**src/design/blmt_pkg.sv**
```systemverilog
// ----------------------------------------------------------------------------
// Button long-press mode timer package
// Shared widths, register indexes, reset values and payload types.
// ----------------------------------------------------------------------------
package blmt_pkg;

    localparam int COUNT_WIDTH = 16;
    localparam int MS_W        = 16;
    localparam int TEMP_W      = 15;
    localparam int CFG_IDX_W   = 3;
    localparam int CFG_DATA_W  = 16;

    localparam logic [COUNT_WIDTH-1:0] COUNT_MAX = {COUNT_WIDTH{1'b1}};

    typedef enum logic [CFG_IDX_W-1:0] {
        REG_DEBOUNCE_MS     = 3'd0,
        REG_LONG_PRESS_MS   = 3'd1,
        REG_INFO_MS         = 3'd2,
        REG_UPDATE_MS       = 3'd3,
        REG_WARM_THRESHOLD  = 3'd4,
        REG_DISPLAY_PRESENT = 3'd5,
        REG_SENSOR_PRESENT  = 3'd6
    } t_cfg_idx;

    localparam logic [MS_W-1:0]          DEBOUNCE_RST   = 16'd50;
    localparam logic [MS_W-1:0]          LONG_PRESS_RST = 16'd2000;
    localparam logic [MS_W-1:0]          INFO_RST       = 16'd5000;
    localparam logic [MS_W-1:0]          UPDATE_RST     = 16'd2000;
    localparam logic signed [TEMP_W-1:0] WARM_RST       = 15'sd2800;
    localparam logic                     DISPLAY_RST    = 1'b1;
    localparam logic                     SENSOR_RST     = 1'b1;

    typedef struct packed {
        logic [MS_W-1:0]          debounce_ms;
        logic [MS_W-1:0]          long_press_ms;
        logic [MS_W-1:0]          info_ms;
        logic [MS_W-1:0]          update_ms;
        logic signed [TEMP_W-1:0] warm_threshold;
        logic                     display_present;
    } t_cfg;

    typedef struct packed {
        logic                     button_level;
        logic signed [TEMP_W-1:0] temp_centi;
        logic                     temp_valid;
        logic                     hum_valid;
    } t_item;

    typedef struct packed {
        logic button_state;
        logic press_event;
        logic long_press;
        logic info_mode;
        logic warn_led;
        logic sensor_ok;
        logic refresh;
        logic show_press_msg;
        logic sample_taken;
    } t_res;

endpackage

```
**src/design/blmt_cfg.sv**
```systemverilog
// ----------------------------------------------------------------------------
// Button long-press mode timer configuration registers
// Write-only register file decoded from the index of each write.
// ----------------------------------------------------------------------------
module blmt_cfg
    import blmt_pkg::*;
(
    input  logic                  i_clk,
    input  logic                  i_rst_n,
    input  logic                  i_cfg_we,
    input  logic [CFG_IDX_W-1:0]  i_cfg_idx,
    input  logic [CFG_DATA_W-1:0] i_cfg_data,
    output t_cfg                  o_cfg
);

    t_cfg r_cfg;

    // The sensor presence flag only matters at reset, and reset restores its
    // default, so a write to it is accepted and has no lasting effect.
    always_ff @(posedge i_clk) begin
        if (!i_rst_n) begin
            r_cfg.debounce_ms     <= DEBOUNCE_RST;
            r_cfg.long_press_ms   <= LONG_PRESS_RST;
            r_cfg.info_ms         <= INFO_RST;
            r_cfg.update_ms       <= UPDATE_RST;
            r_cfg.warm_threshold  <= WARM_RST;
            r_cfg.display_present <= DISPLAY_RST;
        end else if (i_cfg_we) begin
            unique case (t_cfg_idx'(i_cfg_idx))
                REG_DEBOUNCE_MS:     r_cfg.debounce_ms     <= i_cfg_data[MS_W-1:0];
                REG_LONG_PRESS_MS:   r_cfg.long_press_ms   <= i_cfg_data[MS_W-1:0];
                REG_INFO_MS:         r_cfg.info_ms         <= i_cfg_data[MS_W-1:0];
                REG_UPDATE_MS:       r_cfg.update_ms       <= i_cfg_data[MS_W-1:0];
                REG_WARM_THRESHOLD:  r_cfg.warm_threshold  <= $signed(i_cfg_data[TEMP_W-1:0]);
                REG_DISPLAY_PRESENT: r_cfg.display_present <= i_cfg_data[0];
                REG_SENSOR_PRESENT: begin
                end
                default: begin
                end
            endcase
        end
    end

    assign o_cfg = r_cfg;

endmodule

```
**config.mk**
```make
export PLATFORM = sky130hd
export DESIGN_NAME = blmt_cfg
export DESIGN_NICKNAME = d
export VERILOG_FILES = /design/src/design/blmt_pkg.sv /design/src/design/blmt_cfg.sv
export SDC_FILE = /design/constraint.sdc
export NUM_CORES = 1
export LEC_CHECK = 0
export ABC_AREA = 1
export BUFFER_PORTS_ARGS = -buffer_cell sky130_fd_sc_hd__buf_4
export CORE_UTILIZATION = 45
export DETAILED_ROUTE_END_ITERATION = 10
export GPL_TIMING_DRIVEN = 1
export PLACE_DENSITY = 0.75
export SETUP_SLACK_MARGIN = 0.15
export SYNTH_ARGS = -nofsm -noshare
export SYNTH_HDL_FRONTEND = slang
export SYNTH_SLANG_ARGS = --single-unit
```
**constraint.sdc**
```tcl
create_clock -name i_clk -period 0.95 [get_ports i_clk]
set_clock_uncertainty 0.1 [all_clocks]
set_input_delay 0.1425 -clock i_clk [delete_from_list [all_inputs] [get_ports i_clk]]
set_output_delay 0.1425 -clock i_clk [all_outputs]
set_load 0.05 [all_outputs]
```
* Word level (Yosys, flattened, before mapping)
Index checks and enable logic that the tools add are counted.
** Word-level totals
- Bits in read-only memories :: 0
- Output and inout bits :: 80
- RAM bits :: 0
- Memories :: 0
- Bits in latches :: 0
- Logic and storage cells :: 18
- Register bits after elaboration :: 80
- Input bits :: 22
** Operators by class
- Magnitude comparators :: 0
- Eq/ne operators :: 5
- $mul :: 0
- Muxes and demuxes :: 0
- $add $sub $neg :: 0
- Bitwise gates (word level) :: 0
- Divide/modulo/power cells :: 0
- Shift operators :: 0
- Reductions and logical operators :: 7
** Operators with widths (number)
- 2-bit AND reduction :: 6
- 3-bit by 2-bit == test with 1-bit output, second input constant :: 2
- 3-bit == test, second input constant :: 2
- 3-bit by 1-bit == test with 1-bit output, second input constant :: 1
- 3-bit zero test :: 1

* Longest topological paths before layout
- Word-level depth :: 2
- Gate-level depth with buffers :: 7
- Mapped depth without buffers :: 5

* Least setup slack after synthesis
No wires, ideal clock.
- Path kind :: register -> register
- Start :: register o_cfg[0] (netlist name)
- End :: register r_cfg (netlist bit o_cfg[0])
- Required time :: 0.786 ns
- Data arrival time :: 0.838 ns
- Period minus slack after synthesis :: 1.002 ns
- Buffers on the path :: 0
- Cell stages (with the launch flop) :: 3
- Path slack :: -0.052 ns
- Cell sequence :: dfxtp_1 o21ai_0 nand3_1
** RTL lines
- to (decl) :: line blmt_cfg.sv:16 : t_cfg r_cfg;

* Worst setup path in the final report
- Start :: register r_cfg (netlist bit o_cfg[40])
- End :: output port o_cfg[40] (netlist name)
** RTL lines
- to (decl) :: line blmt_cfg.sv:13 : output t_cfg o_cfg
No word-level cell between the ends.

==> run metrics <==
outcome=finished, violations left; failing checks=negative hold slack, negative setup slack; maximum root-to-sink buffer count=2; final number of hold-violating endpoints=21; Remaining DRCs=0; flip-flop count of the largest register, all copies and words added=80; number of filler instances in the final layout=352; Final Net Count=600; kind of start point of the critical path=flop; total leakage power=between 2 and 3 nW; number of cells on the worst reg-to-reg path=3; biggest cell delay along the critical path=370 ps; async set-or-reset flop fraction in the synthesized netlist=0%; Layout area overhead=83.4%; Die Y-Extent=85.6 um; Final Wtd Congestion=between 0.8 and 0.9; number of enable-type register cells in the synthesized netlist=0; detailed placement HPWL=6490 um; TritonCTS buffer count=9; Worst Setup Slack post-DPL=-220 ps; top routing layer in use=met4; Post-Synthesis Net Count=between 400 and 500; number of distinct library cells after synthesis=15; combinational fraction of design power=22.1%; Yosys top cell by area=dfxtp_1; initial cell density of the core=~47%; end of the worst register-to-register path=o_cfg[26]$_SDFFE_PN1P_; kind of cell with the highest combined delay on the critical path=flip-flops; ratio of cells with drive above 1 in the final layout=56.2%; number of cells after detailed placement=628; Hold Path Origin=i_cfg_data[12]; Fmax achieved=881 MHz; Min-Delay Path Depth=3; Hold EP=o_cfg[44]$_SDFFE_PN1P_; critical path class=reg -> out; clock-pin slew on the worst setup and hold paths=roughly 90 ps; Bufs and invs on worst path=1; worst min-delay path class=in -> reg; global-route wire length before repair=approximately 15,000 um; reported max-cap violation count=0; most frequent cells after synthesis=nand2_1 (115), nor2_1 (109), nand3_1 (81); Cell Rows=30; Slew Limit Fails=0; switching power summed over all nets=approximately 2.4 mW; clock latency reported for the late side of the worst-skew pair=roughly 350 ps; pin count of the biggest net entering global routing=33; share of the clock period used by the worst path after layout=119%; CTS tree=done; final standard cell utilization of the core=85.4%; remaining antenna violation count after routing=0; critical path data arrival time=890 ps; cells after synthesis=440; cell-by-cell listing of the critical path=buf_8; top cell type's share of synthesized area=50.9%; Tmin final=1140 ps; average wire per standard cell=18.2 um; most frequently used cell type in the post-synthesis netlist=nand2_1; switching part of the total=30.1%; Synth Warn #=0; cells taking the most area after synthesis=dfxtp_1 (51%), nand2_1 (14%), nor2_1 (13%); vias in the first global route=3,203; Total Routed Length=around 12,000 um; number of top-level design ports=102; crit path setup slack, layout=-185 ps; Worst slew margin=75.7%; Overflow after GRT=0; total inserted antenna cells=0; die width=85.6 um; number of search-and-repair iterations in the first detailed-routing pass=6; cell internal pwr=5.69 mW; sequential fraction of the synthesis area=50.9%; Critical Path End Type=primary output; buffer type at the clock tree root=clkbuf_8; worst-margin pin slew=between 300 and 400 ps; hold-fix buffer count after cts=4; metal3 WL=~760 um; detail-routed via count per cell=about 5.4; area of the die=7330 sq um; start of the worst register-to-register path=o_cfg[26]$_SDFFE_PN1P_; total routed wire length on the met1 layer=4580 um; Post-Synthesis Mean Instance Area=7.15 sq um; FF-to-FF setup slack=120 ps; biggest fanout along the worst timing path=2; Max IR drop VDD=0.00117 V; Hold Worst Slack=-90.0 ps; Overall Power=~8 mW; aggregate global-route resource usage=27.3%; final setup violation count=80; number of synthesized register bits=80; setup repair after global routing missed its margin=yes; required time of the worst setup path=around 710 ps; First DRT Iteration DRCs=221; CTS Sinks=80; placeable core region=just under 7000 sq um; Flop pwr share=44.3%; Netlist Area Pre-Place=between 3000 and 4000 sq um; clock share of power=33.6%; antenna violations before repair=0; # H-tree levels=3; power density of the placed cells=1410 nW/um^2; cell at the slowest stage of the critical path=dfxtp_2; via count=3,602; met2 routed wirelength=6160 um; number of I/O port buffers=101; post-layout instance count excluding filler cells=662; flip-flop cell with the highest count after synthesis=dfxtp_1
[repair_timing]
item / in CTS / in global routing
pin swaps: 1 / 32
gates cloned: 0 / 3
resized for setup: 119 / 100
setup endpoints to repair: 82 / 141
hold endpoints to repair: 25 / 23
setup buffers: 7 / 9
[how the worst max path moves through the flow]
stage                                       from                     end  depth (start not counted)
after floorplan                         i_cfg_we  o_cfg[66]$_SDFFE_PN0P_                          7
after global placement                  i_cfg_we  o_cfg[30]$_SDFFE_PN0P_                          8
after detailed placement                i_cfg_we  o_cfg[23]$_SDFFE_PN1P_                          7
after CTS                 o_cfg[70]$_SDFFE_PN0P_               o_cfg[70]                          1
after global routing      o_cfg[70]$_SDFFE_PN0P_               o_cfg[70]                          1
final                     o_cfg[40]$_SDFFE_PN1P_               o_cfg[40]                          1
[power groups by stage]
| stage | registers, mW | logic [mW] | clock network [mW] |
|---|---|---|---|
| 3_5_place_dp | 3.64 | 1.42 | 0 |
| 4_1_cts | 3.59 | 1.58 | 2.72 |
| 6_report | 3.60 | 1.80 | 2.73 |
| 3_3_place_gp | 3.63 | 1.40 | 0 |
| 2_1_floorplan | 4.04 | 0.489 | 0 |
| 5_1_grt | 3.62 | 1.87 | 2.87 |
[worst min-delay path, stage by stage]
cell,delay (ps)
buf_4,110
nand2_2,50
nand3_2,40
[logic make-up (layout without fill, tap and decap cells)]
family | after synthesis | count (layout) | synth area share (%)
compound gates | 1 | 1 | 0.159
buf+inv | 47 | 189 | 7.16
flops | 80 | 80 | 50.9
simple gates | 312 | 312 | 41.8
[through the flow]
step | cell area [sq um] | hold slack, ps | TNS, ps
after global routing | 5770 | -93.0 | -13600
after CTS | 5310 | -87.7 | -11560
after global placement | 4560 | 249 | -12890
after floorplan | 3490 | 156 | 0
final | 5770 | -90.0 | -12000
after detailed placement | 4560 | 258 | -13360
[layout make-up]
| cell class | instances | area, sq um | share of cell area, % |
|---|---|---|---|
| clock buffers | 9 | 124 | 2.15 |
| well taps | 80 | 100 | 1.73 |
| clock inverters | 6 | 85.1 | 1.47 |
| repair buffers | 152 | 2000 | 34.6 |
| multi-input cells | 313 | 1630 | 28.3 |
| flip-flops and latches | 80 | 1700 | 29.5 |
| inverters | 22 | 131 | 2.28 |
[placed cells by master (no fill, tap or decap)]
master,count
dfxtp_2,80
bufinv_16,2
buf_8,67
inv_1,16
nand2_1,91
nand3_1,50
buf_6,33
nand2_8,1
nand2_2,19
nand3_2,31
inv_8,1
nand2_4,5
buf_4,35
nor2_4,11
clkinv_2,2
inv_16,1
buf_12,14
nor2_2,7
nor2_1,97
clkbuf_8,9
o21ai_0,1
inv_12,2
inv_2,2
clkbuf_16,3
clkinvlp_4,2
[per-layer routing]
metal	vias to the layer above	track usage (%)
li1	1644	-
met3	56	4.81
met5	-	0
met4	0	13.5
met1	1725	32.5
met2	177	47.5
Power figures use the tool's default switching activity.
