**config.mk**
```make
export PLATFORM = sky130hd
export DESIGN_NAME = blmt_core
export DESIGN_NICKNAME = d
export VERILOG_FILES = /design/src/design/blmt_pkg.sv /design/src/design/blmt_core.sv
export SDC_FILE = /design/constraint.sdc
export NUM_CORES = 1
export LEC_CHECK = 0
export BUFFER_PORTS_ARGS = -buffer_cell sky130_fd_sc_hd__buf_4
export CORE_ASPECT_RATIO = 2
export CORE_UTILIZATION = 30
export DETAILED_ROUTE_END_ITERATION = 8
export HOLD_SLACK_MARGIN = 0.15
export SLEW_MARGIN = 15
export SYNTH_ARGS = -nofsm -noshare
export SYNTH_HDL_FRONTEND = slang
export SYNTH_SLANG_ARGS = --single-unit
```
**constraint.sdc**
```tcl
create_clock -name i_clk -period 18.62 [get_ports i_clk]
set_input_delay 2.793 -clock i_clk [delete_from_list [all_inputs] [get_ports i_clk]]
set_output_delay 2.793 -clock i_clk [all_outputs]
set_load 0.03 [all_outputs]
```
**src/design/blmt_pkg.sv**
```systemverilog
// ----------------------------------------------------------------------------
// Button long-press mode timer package
// Shared widths, register indexes, reset values and payload types.
// ----------------------------------------------------------------------------
package blmt_pkg;

    localparam int COUNT_WIDTH = 16;
    localparam int MS_W        = 16;
    localparam int TEMP_W      = 15;
    localparam int CFG_IDX_W   = 3;
    localparam int CFG_DATA_W  = 16;

    localparam logic [COUNT_WIDTH-1:0] COUNT_MAX = {COUNT_WIDTH{1'b1}};

    typedef enum logic [CFG_IDX_W-1:0] {
        REG_DEBOUNCE_MS     = 3'd0,
        REG_LONG_PRESS_MS   = 3'd1,
        REG_INFO_MS         = 3'd2,
        REG_UPDATE_MS       = 3'd3,
        REG_WARM_THRESHOLD  = 3'd4,
        REG_DISPLAY_PRESENT = 3'd5,
        REG_SENSOR_PRESENT  = 3'd6
    } t_cfg_idx;

    localparam logic [MS_W-1:0]          DEBOUNCE_RST   = 16'd50;
    localparam logic [MS_W-1:0]          LONG_PRESS_RST = 16'd2000;
    localparam logic [MS_W-1:0]          INFO_RST       = 16'd5000;
    localparam logic [MS_W-1:0]          UPDATE_RST     = 16'd2000;
    localparam logic signed [TEMP_W-1:0] WARM_RST       = 15'sd2800;
    localparam logic                     DISPLAY_RST    = 1'b1;
    localparam logic                     SENSOR_RST     = 1'b1;

    typedef struct packed {
        logic [MS_W-1:0]          debounce_ms;
        logic [MS_W-1:0]          long_press_ms;
        logic [MS_W-1:0]          info_ms;
        logic [MS_W-1:0]          update_ms;
        logic signed [TEMP_W-1:0] warm_threshold;
        logic                     display_present;
    } t_cfg;

    typedef struct packed {
        logic                     button_level;
        logic signed [TEMP_W-1:0] temp_centi;
        logic                     temp_valid;
        logic                     hum_valid;
    } t_item;

    typedef struct packed {
        logic button_state;
        logic press_event;
        logic long_press;
        logic info_mode;
        logic warn_led;
        logic sensor_ok;
        logic refresh;
        logic show_press_msg;
        logic sample_taken;
    } t_res;

endpackage

```
**src/design/blmt_core.sv**
```systemverilog
// ----------------------------------------------------------------------------
// Button long-press mode timer state and tick logic
// Holds the debounce, hold, info and update state and works out one tick.
// ----------------------------------------------------------------------------
module blmt_core
    import blmt_pkg::*;
(
    input  logic  i_clk,
    input  logic  i_rst_n,
    input  logic  i_step,
    input  t_item i_item,
    input  t_cfg  i_cfg,
    output t_res  o_res
);

    logic                   r_last_raw, n_last_raw;
    logic                   r_debounced, n_debounced;
    logic                   r_long_done, n_long_done;
    logic                   r_mode_info, n_mode_info;
    logic                   r_sensor_ready, n_sensor_ready;
    logic                   r_press_pending, n_press_pending;
    logic                   r_led_on, n_led_on;
    logic [COUNT_WIDTH-1:0] r_stable_cnt, n_stable_cnt;
    logic [COUNT_WIDTH-1:0] r_hold_cnt, n_hold_cnt;
    logic [COUNT_WIDTH-1:0] r_info_cnt, n_info_cnt;
    logic [COUNT_WIDTH-1:0] r_update_cnt, n_update_cnt;
    t_res                   w_res;

    function automatic logic [COUNT_WIDTH-1:0] sat_inc(input logic [COUNT_WIDTH-1:0] c);
        return (c == COUNT_MAX) ? c : c + 1'b1;
    endfunction

    function automatic logic ge_ms(input logic [COUNT_WIDTH-1:0] c,
                                   input logic [MS_W-1:0]        t);
        return 33'(c) >= 33'(t);
    endfunction

    always_comb begin
        n_stable_cnt    = sat_inc(r_stable_cnt);
        n_hold_cnt      = sat_inc(r_hold_cnt);
        n_info_cnt      = sat_inc(r_info_cnt);
        n_update_cnt    = sat_inc(r_update_cnt);
        n_long_done     = r_long_done;
        n_mode_info     = r_mode_info;
        n_sensor_ready  = r_sensor_ready;
        n_press_pending = r_press_pending;
        n_led_on        = r_led_on;
        w_res           = '0;

        if (i_item.button_level != r_last_raw) begin
            n_stable_cnt = '0;
        end
        n_last_raw  = i_item.button_level;
        n_debounced = (33'(n_stable_cnt) > 33'(i_cfg.debounce_ms)) ?
                      i_item.button_level : r_debounced;

        if (r_debounced && !n_debounced) begin
            n_hold_cnt          = '0;
            n_long_done         = 1'b0;
            n_press_pending     = 1'b1;
            w_res.press_event   = 1'b1;
        end

        if (!n_debounced && !n_long_done && ge_ms(n_hold_cnt, i_cfg.long_press_ms)) begin
            n_mode_info      = 1'b1;
            n_info_cnt       = '0;
            n_long_done      = 1'b1;
            w_res.long_press = 1'b1;
            if (i_cfg.display_present) begin
                w_res.refresh = 1'b1;
            end
        end

        if (n_mode_info && ge_ms(n_info_cnt, i_cfg.info_ms)) begin
            n_mode_info = 1'b0;
            if (i_cfg.display_present) begin
                w_res.refresh = 1'b1;
                if (n_press_pending) begin
                    n_press_pending      = 1'b0;
                    w_res.show_press_msg = 1'b1;
                end
            end
        end

        if (ge_ms(n_update_cnt, i_cfg.update_ms)) begin
            if (r_sensor_ready && i_cfg.display_present) begin
                n_led_on = i_item.temp_valid &&
                           ($signed(i_item.temp_centi) > $signed(i_cfg.warm_threshold));
                if (!(i_item.temp_valid && i_item.hum_valid)) begin
                    n_sensor_ready = 1'b0;
                end
                w_res.refresh      = 1'b1;
                w_res.sample_taken = 1'b1;
                if (!n_mode_info && n_press_pending) begin
                    n_press_pending      = 1'b0;
                    w_res.show_press_msg = 1'b1;
                end
            end
            n_update_cnt = '0;
        end

        w_res.button_state = n_debounced;
        w_res.info_mode    = n_mode_info;
        w_res.warn_led     = n_led_on;
        w_res.sensor_ok    = n_sensor_ready;
    end

    always_ff @(posedge i_clk) begin
        if (!i_rst_n) begin
            r_last_raw      <= 1'b1;
            r_debounced     <= 1'b1;
            r_long_done     <= 1'b0;
            r_mode_info     <= 1'b0;
            r_sensor_ready  <= SENSOR_RST;
            r_press_pending <= 1'b0;
            r_led_on        <= 1'b0;
            r_stable_cnt    <= '0;
            r_hold_cnt      <= '0;
            r_info_cnt      <= '0;
            r_update_cnt    <= '0;
        end else if (i_step) begin
            r_last_raw      <= n_last_raw;
            r_debounced     <= n_debounced;
            r_long_done     <= n_long_done;
            r_mode_info     <= n_mode_info;
            r_sensor_ready  <= n_sensor_ready;
            r_press_pending <= n_press_pending;
            r_led_on        <= n_led_on;
            r_stable_cnt    <= n_stable_cnt;
            r_hold_cnt      <= n_hold_cnt;
            r_info_cnt      <= n_info_cnt;
            r_update_cnt    <= n_update_cnt;
        end
    end

    assign o_res = w_res;

`ifndef SYNTH
    a_msg_needs_refresh: assert property (@(posedge i_clk) disable iff (!i_rst_n)
        i_step && w_res.show_press_msg |-> w_res.refresh)
        else $error("press message shown without a redraw");

    a_sample_needs_refresh: assert property (@(posedge i_clk) disable iff (!i_rst_n)
        i_step && w_res.sample_taken |-> w_res.refresh && r_sensor_ready)
        else $error("sample taken without a ready sensor or a redraw");

    a_long_sets_done: assert property (@(posedge i_clk) disable iff (!i_rst_n)
        i_step && w_res.long_press |=> r_long_done)
        else $error("long press did not latch its done flag");

    a_sensor_stays_failed: assert property (@(posedge i_clk) disable iff (!i_rst_n)
        !r_sensor_ready |=> !r_sensor_ready)
        else $error("failed sensor recovered without reset");
`endif

endmodule

```
* After elaboration in Yosys (flattened, before gate mapping)
Cells that the tools add are included.
** Cells by class
- Add/sub/neg operators :: 4
- Magnitude comparators :: 5
- Equality and inequality tests :: 5
- Muxes and demuxes :: 34
- Reductions and logical operators :: 11
** Operators with widths (number)
- two-way mux 16 bit :: 8
- adder 16 x 1 -> 16 bit (second input constant) :: 4
- equality test 16 bit (second input constant) :: 4
- >= comparator 16 bit :: 3
- two-way mux 1 bit :: 22
- greater-than comparator 16 bit :: 1
- greater-than comparator 15 bit :: 1
- logical AND 1 bit :: 8
- two-way mux 3 bit :: 2
- two-way mux 2 bit :: 2
- zero test 1 bit :: 3
- inequality test 1 bit :: 1
** Storage, ports and cells
- Bits in registers :: 71
- Bits of input ports :: 101

* Logic depth before layout (Yosys ltp)
- Word-level depth :: 20
- Mapped depth :: 37

* Least setup slack after synthesis
OpenSTA, ideal clock, no wires.
- Path kind :: input-to-output
- Start point :: input port i_item[17] (netlist bit)
- End point :: output port o_res[1] (netlist bit)
- Arrival :: 9.231 ns
- Data required time :: 15.827 ns
- Setup slack :: 6.596 ns
- Cell stages on the path :: 32
- Path through :: xor2_1 clkbuf_1 clkbuf_1 nor2_1 ha_1 nor2b_1 o211ai_1 a2111o_1 a31oi_1 and3b_1 buf_4 buf_2 buf_1 nor2_1 ha_1 a21o_1 a21o_1 a221oi_1 nor2_1 o221a_4 buf_6 buf_4 a21o_1 ha_1 nand2b_1 a21o_1 a211oi_1 o21bai_1 a21o_1 a41oi_1 o21a_1 nor3_1
** RTL lines
- start: declaration :: line blmt_core.sv:11 : input t_item i_item,
- end: declaration :: line blmt_core.sv:13 : output t_res o_res

==> results.sh <==
export IMPL_die_h_um=210
export IMPL_seqPwrFrac_pct=42.4
export IMPL_nNetsFinal=1155
export IMPL_p_int_mw=0.273
export IMPL_rsz0062_at_grt="false"
export IMPL_nFillCells=2277
export IMPL_routed_wl_mm=17.8
export IMPL_worstSetupPathType="input pin to output pin"
export IMPL_critPathArrivalTime_ns=9.26
export IMPL_synthCells=892
export IMPL_grt_first_pass_wirelength_mm=29.1
export IMPL_hold_buffers=0
export IMPL_syn_num_nets=1076
export IMPL_synth_area_per_cell_um2=7.31
export IMPL_finalPower_mw=0.367
export IMPL_p_sw_mw=0.0932
export IMPL_diodes=0
export IMPL_maxCapViolations=0
export IMPL_setup_viol=0
export IMPL_wire_per_inst_um=14.3
export IMPL_overflow=0
export IMPL_irDropWorstVdd_v=0.0000351
export IMPL_min_from="r_led_on$_SDFFE_PN0P_"
export IMPL_drc=0
export IMPL_fin_crit_ns=12.05
export IMPL_cts_root_buf="clkbuf_16"
export IMPL_power_leakage_nw=3.64
export IMPL_fin_tns_setup_ns=0
export IMPL_p_comb_share_pct=15.9
export IMPL_cts_tree="yes"
export IMPL_drtIter0Drc=232
export IMPL_dp_hpwl_mm=13.8
export IMPL_tightest_slew_ns=0.942
export IMPL_placed_cells=1229
export IMPL_layout_commonest_cell="buf_4"
export IMPL_critPathMaxFanout=35
export IMPL_clock_sinks=71
export IMPL_yosys_warnings=0
export IMPL_cts_path_max_buffers=2
export IMPL_grt_max_degree=53
export IMPL_synth_mux_area_share_pct=2.32
export IMPL_cts_buffers=9
export IMPL_grt_antenna_before_repair=0
export IMPL_gp_congestion=0.828
export IMPL_max_freq_mhz=83.0
export IMPL_drive_above_1_share_pct=15.3
export IMPL_rr_startpoint="r_stable_cnt[0]$_SDFFE_PN0P_"
export IMPL_io_pins=110
export IMPL_yosys_area_share_simple_pct=25.2
export IMPL_finClkSkew_ns=0.0101
export IMPL_clock_power_share_pct=41.7
export IMPL_final_util_pct=36.6
export IMPL_netlist_cell_type_count=58
export IMPL_fin_cells=1242
export IMPL_ys_seq_area_share_pct=21.8
export IMPL_r2r_cells=31
export IMPL_dieArea_um2=22400
export IMPL_die_x_um=106
export IMPL_synthToLayoutAreaGrowth_pct=18.7
export IMPL_pre_cts_slack_ns=6.50
export IMPL_crit_path_start_kind="input pin"
export IMPL_start_util_pct=30.9
export IMPL_period_share_pct=64.7
export IMPL_fp_coreArea_um2=21100
export IMPL_postCtsSetupBuffers=0
export IMPL_required_ns=15.83
export IMPL_report_final_slew_viol_count=0
export IMPL_drtAntennaViolNets=0
export IMPL_syn_cell_area_um2=6520
export IMPL_regToRegSetupSlack_ns=10.85
export IMPL_switching_share_pct=25.4
export IMPL_num_rows=75
export IMPL_synth_compound_area_share_pct=20.5
export IMPL_path_clk_slew_ns=0.05
export IMPL_fin_ws_ns=6.57
export IMPL_synth_xor_area_share_pct=5.38
export IMPL_synth_seq_cells=71
export IMPL_worstSkewPairLatency_ns=0.33
export IMPL_num_vias=6404
export IMPL_mostFrequentLayoutCells="buf_4 (114), inv_1 (94), nor2_1 (88)"
export IMPL_status="complete, no violations"
export IMPL_cts_resized=0
export IMPL_hold_path_cell_count=2
export IMPL_hold_path_class="flop to flop"
export IMPL_synthArstFlopShare_pct=0
export IMPL_p_per_area_nw_per_um2=47.4
export IMPL_grt_use_total_pct=16.3
export IMPL_numPortBuffers=109
export IMPL_grt_pass1_vias=6306
export IMPL_ys_flop_type="dfxtp_1"
export IMPL_synth_top_family_by_area="simple AND/OR/NAND/NOR gates"
export IMPL_cp_startpoint="i_item[17]"
export IMPL_htreeDepth=3
export IMPL_hold_viol=0
export IMPL_synth_edff_count=0
export IMPL_end_kind="output pin"
export IMPL_synthAdderAreaFrac_pct=15.9
export IMPL_first_pass_iters=4
export IMPL_slew_headroom_pct=37.1
export IMPL_vias_per_cell=5.16
[path summary, 6_finish.rpt]
path	endpoint
min	r_led_on$_SDFFE_PN0P_
max reg2reg	r_press_pending$_SDFFE_PN0P_
max	o_res[1]
min reg2reg	r_led_on$_SDFFE_PN0P_
[cell families after synthesis]
| kind of cell | count (synthesis) |
|---|---|
| flip-flops | 71 |
| multiplexers | 15 |
| XOR/XNOR | 40 |
| AND/OR/NAND/NOR | 333 |
| buffers and inverters | 140 |
| AO/OA/AOI/OAI | 210 |
| adder cells (fa/ha/maj) | 83 |
[power groups by stage]
| stage | sequential, mW | combinational, mW | clock (mW) |
|---|---|---|---|
| after floorplan | 0.158 | 0.0325 | 0 |
| after global placement | 0.159 | 0.0584 | 0 |
| after detailed placement | 0.159 | 0.0592 | 0 |
| after CTS | 0.155 | 0.0595 | 0.157 |
| after global routing | 0.156 | 0.0661 | 0.164 |
| final | 0.155 | 0.0582 | 0.153 |
[metal layers]
layer  track usage [%]  wire length [µm]  vias up
li1                  -                 -     3280
met5                 0                 0        -
met1              15.8              6470     2929
met4              7.90               726        0
met3              2.66               786       38
met2              32.2              9790      157
[sequential cells by signal, indices dropped and copies added (netlist names)]
name / cells
r_sensor_ready: 1
r_update_cnt: 16
r_stable_cnt: 16
r_mode_info: 1
r_led_on: 1
r_info_cnt: 16
r_last_raw: 1
r_long_done: 1
r_debounced: 1
r_press_pending: 1
r_hold_cnt: 16
[final cells by class]
type                            count  area, µm²  area share (%)
Multi-Input combinational cell    681       4520            58.4
Sequential cell                    71       1420            18.4
Timing Repair Buffer              114        856            11.1
Inverter                           94        353            4.56
Tap cell                          269        337            4.35
Clock buffer                       11        243            3.14
Clock inverter                      2       10.0           0.129
[synth_stat cells, types with 5 or more instances]
master / n / area, µm²
a21oi_1: 73 / 365
nand3_1: 43 / 215
xor2_1: 21 / 184
or2_2: 8 / 50.1
buf_4: 7 / 52.6
nand2_1: 71 / 267
o21a_1: 17 / 128
a21o_1: 24 / 180
a211oi_1: 11 / 82.6
ha_1: 83 / 1040
nand4_1: 25 / 156
a21boi_0: 5 / 37.5
o21ai_0: 39 / 195
nor2_1: 88 / 330
inv_1: 94 / 353
and3_1: 12 / 75.1
nor4_1: 7 / 43.8
nor2b_1: 7 / 43.8
or3_1: 11 / 68.8
a31o_2: 6 / 52.6
mux2i_1: 14 / 140
nand2b_1: 11 / 68.8
buf_2: 7 / 35.0
a31oi_1: 9 / 56.3
xnor2_1: 19 / 166
dfxtp_1: 71 / 1420
clkbuf_1: 26 / 97.6
nor3_1: 28 / 140
[critical path, cell delays in order]
cell	delay (ns)
buf_4	0.13
xor2_1	0.12
buf_4	0.27
a211oi_1	0.09
ha_1	0.32
nand4_1	0.18
a2111o_1	0.42
a31oi_1	0.36
and3b_1	0.23
buf_4	0.32
a21oi_1	0.11
ha_1	0.33
a2111oi_0	0.48
o21ai_0	0.16
a221oi_1	0.26
nor2_1	0.11
o221a_4	0.38
a21o_1	0.20
ha_1	0.26
nand2b_1	0.14
a21o_1	0.17
a211oi_1	0.23
o21bai_1	0.10
a21o_1	0.17
a41oi_1	0.31
o21a_1	0.26
nor3_1	0.12
buf_4	0.20
[metrics by stage]
step	hold slack [ns]	instance area (µm²)
finish	0.474	7740
detailed placement	0.471	7480
CTS	0.478	7740
global route	0.520	7740
floorplan	0.454	6520
global placement	0.465	7480
Note: power is estimated with default switching activity, not from simulation.
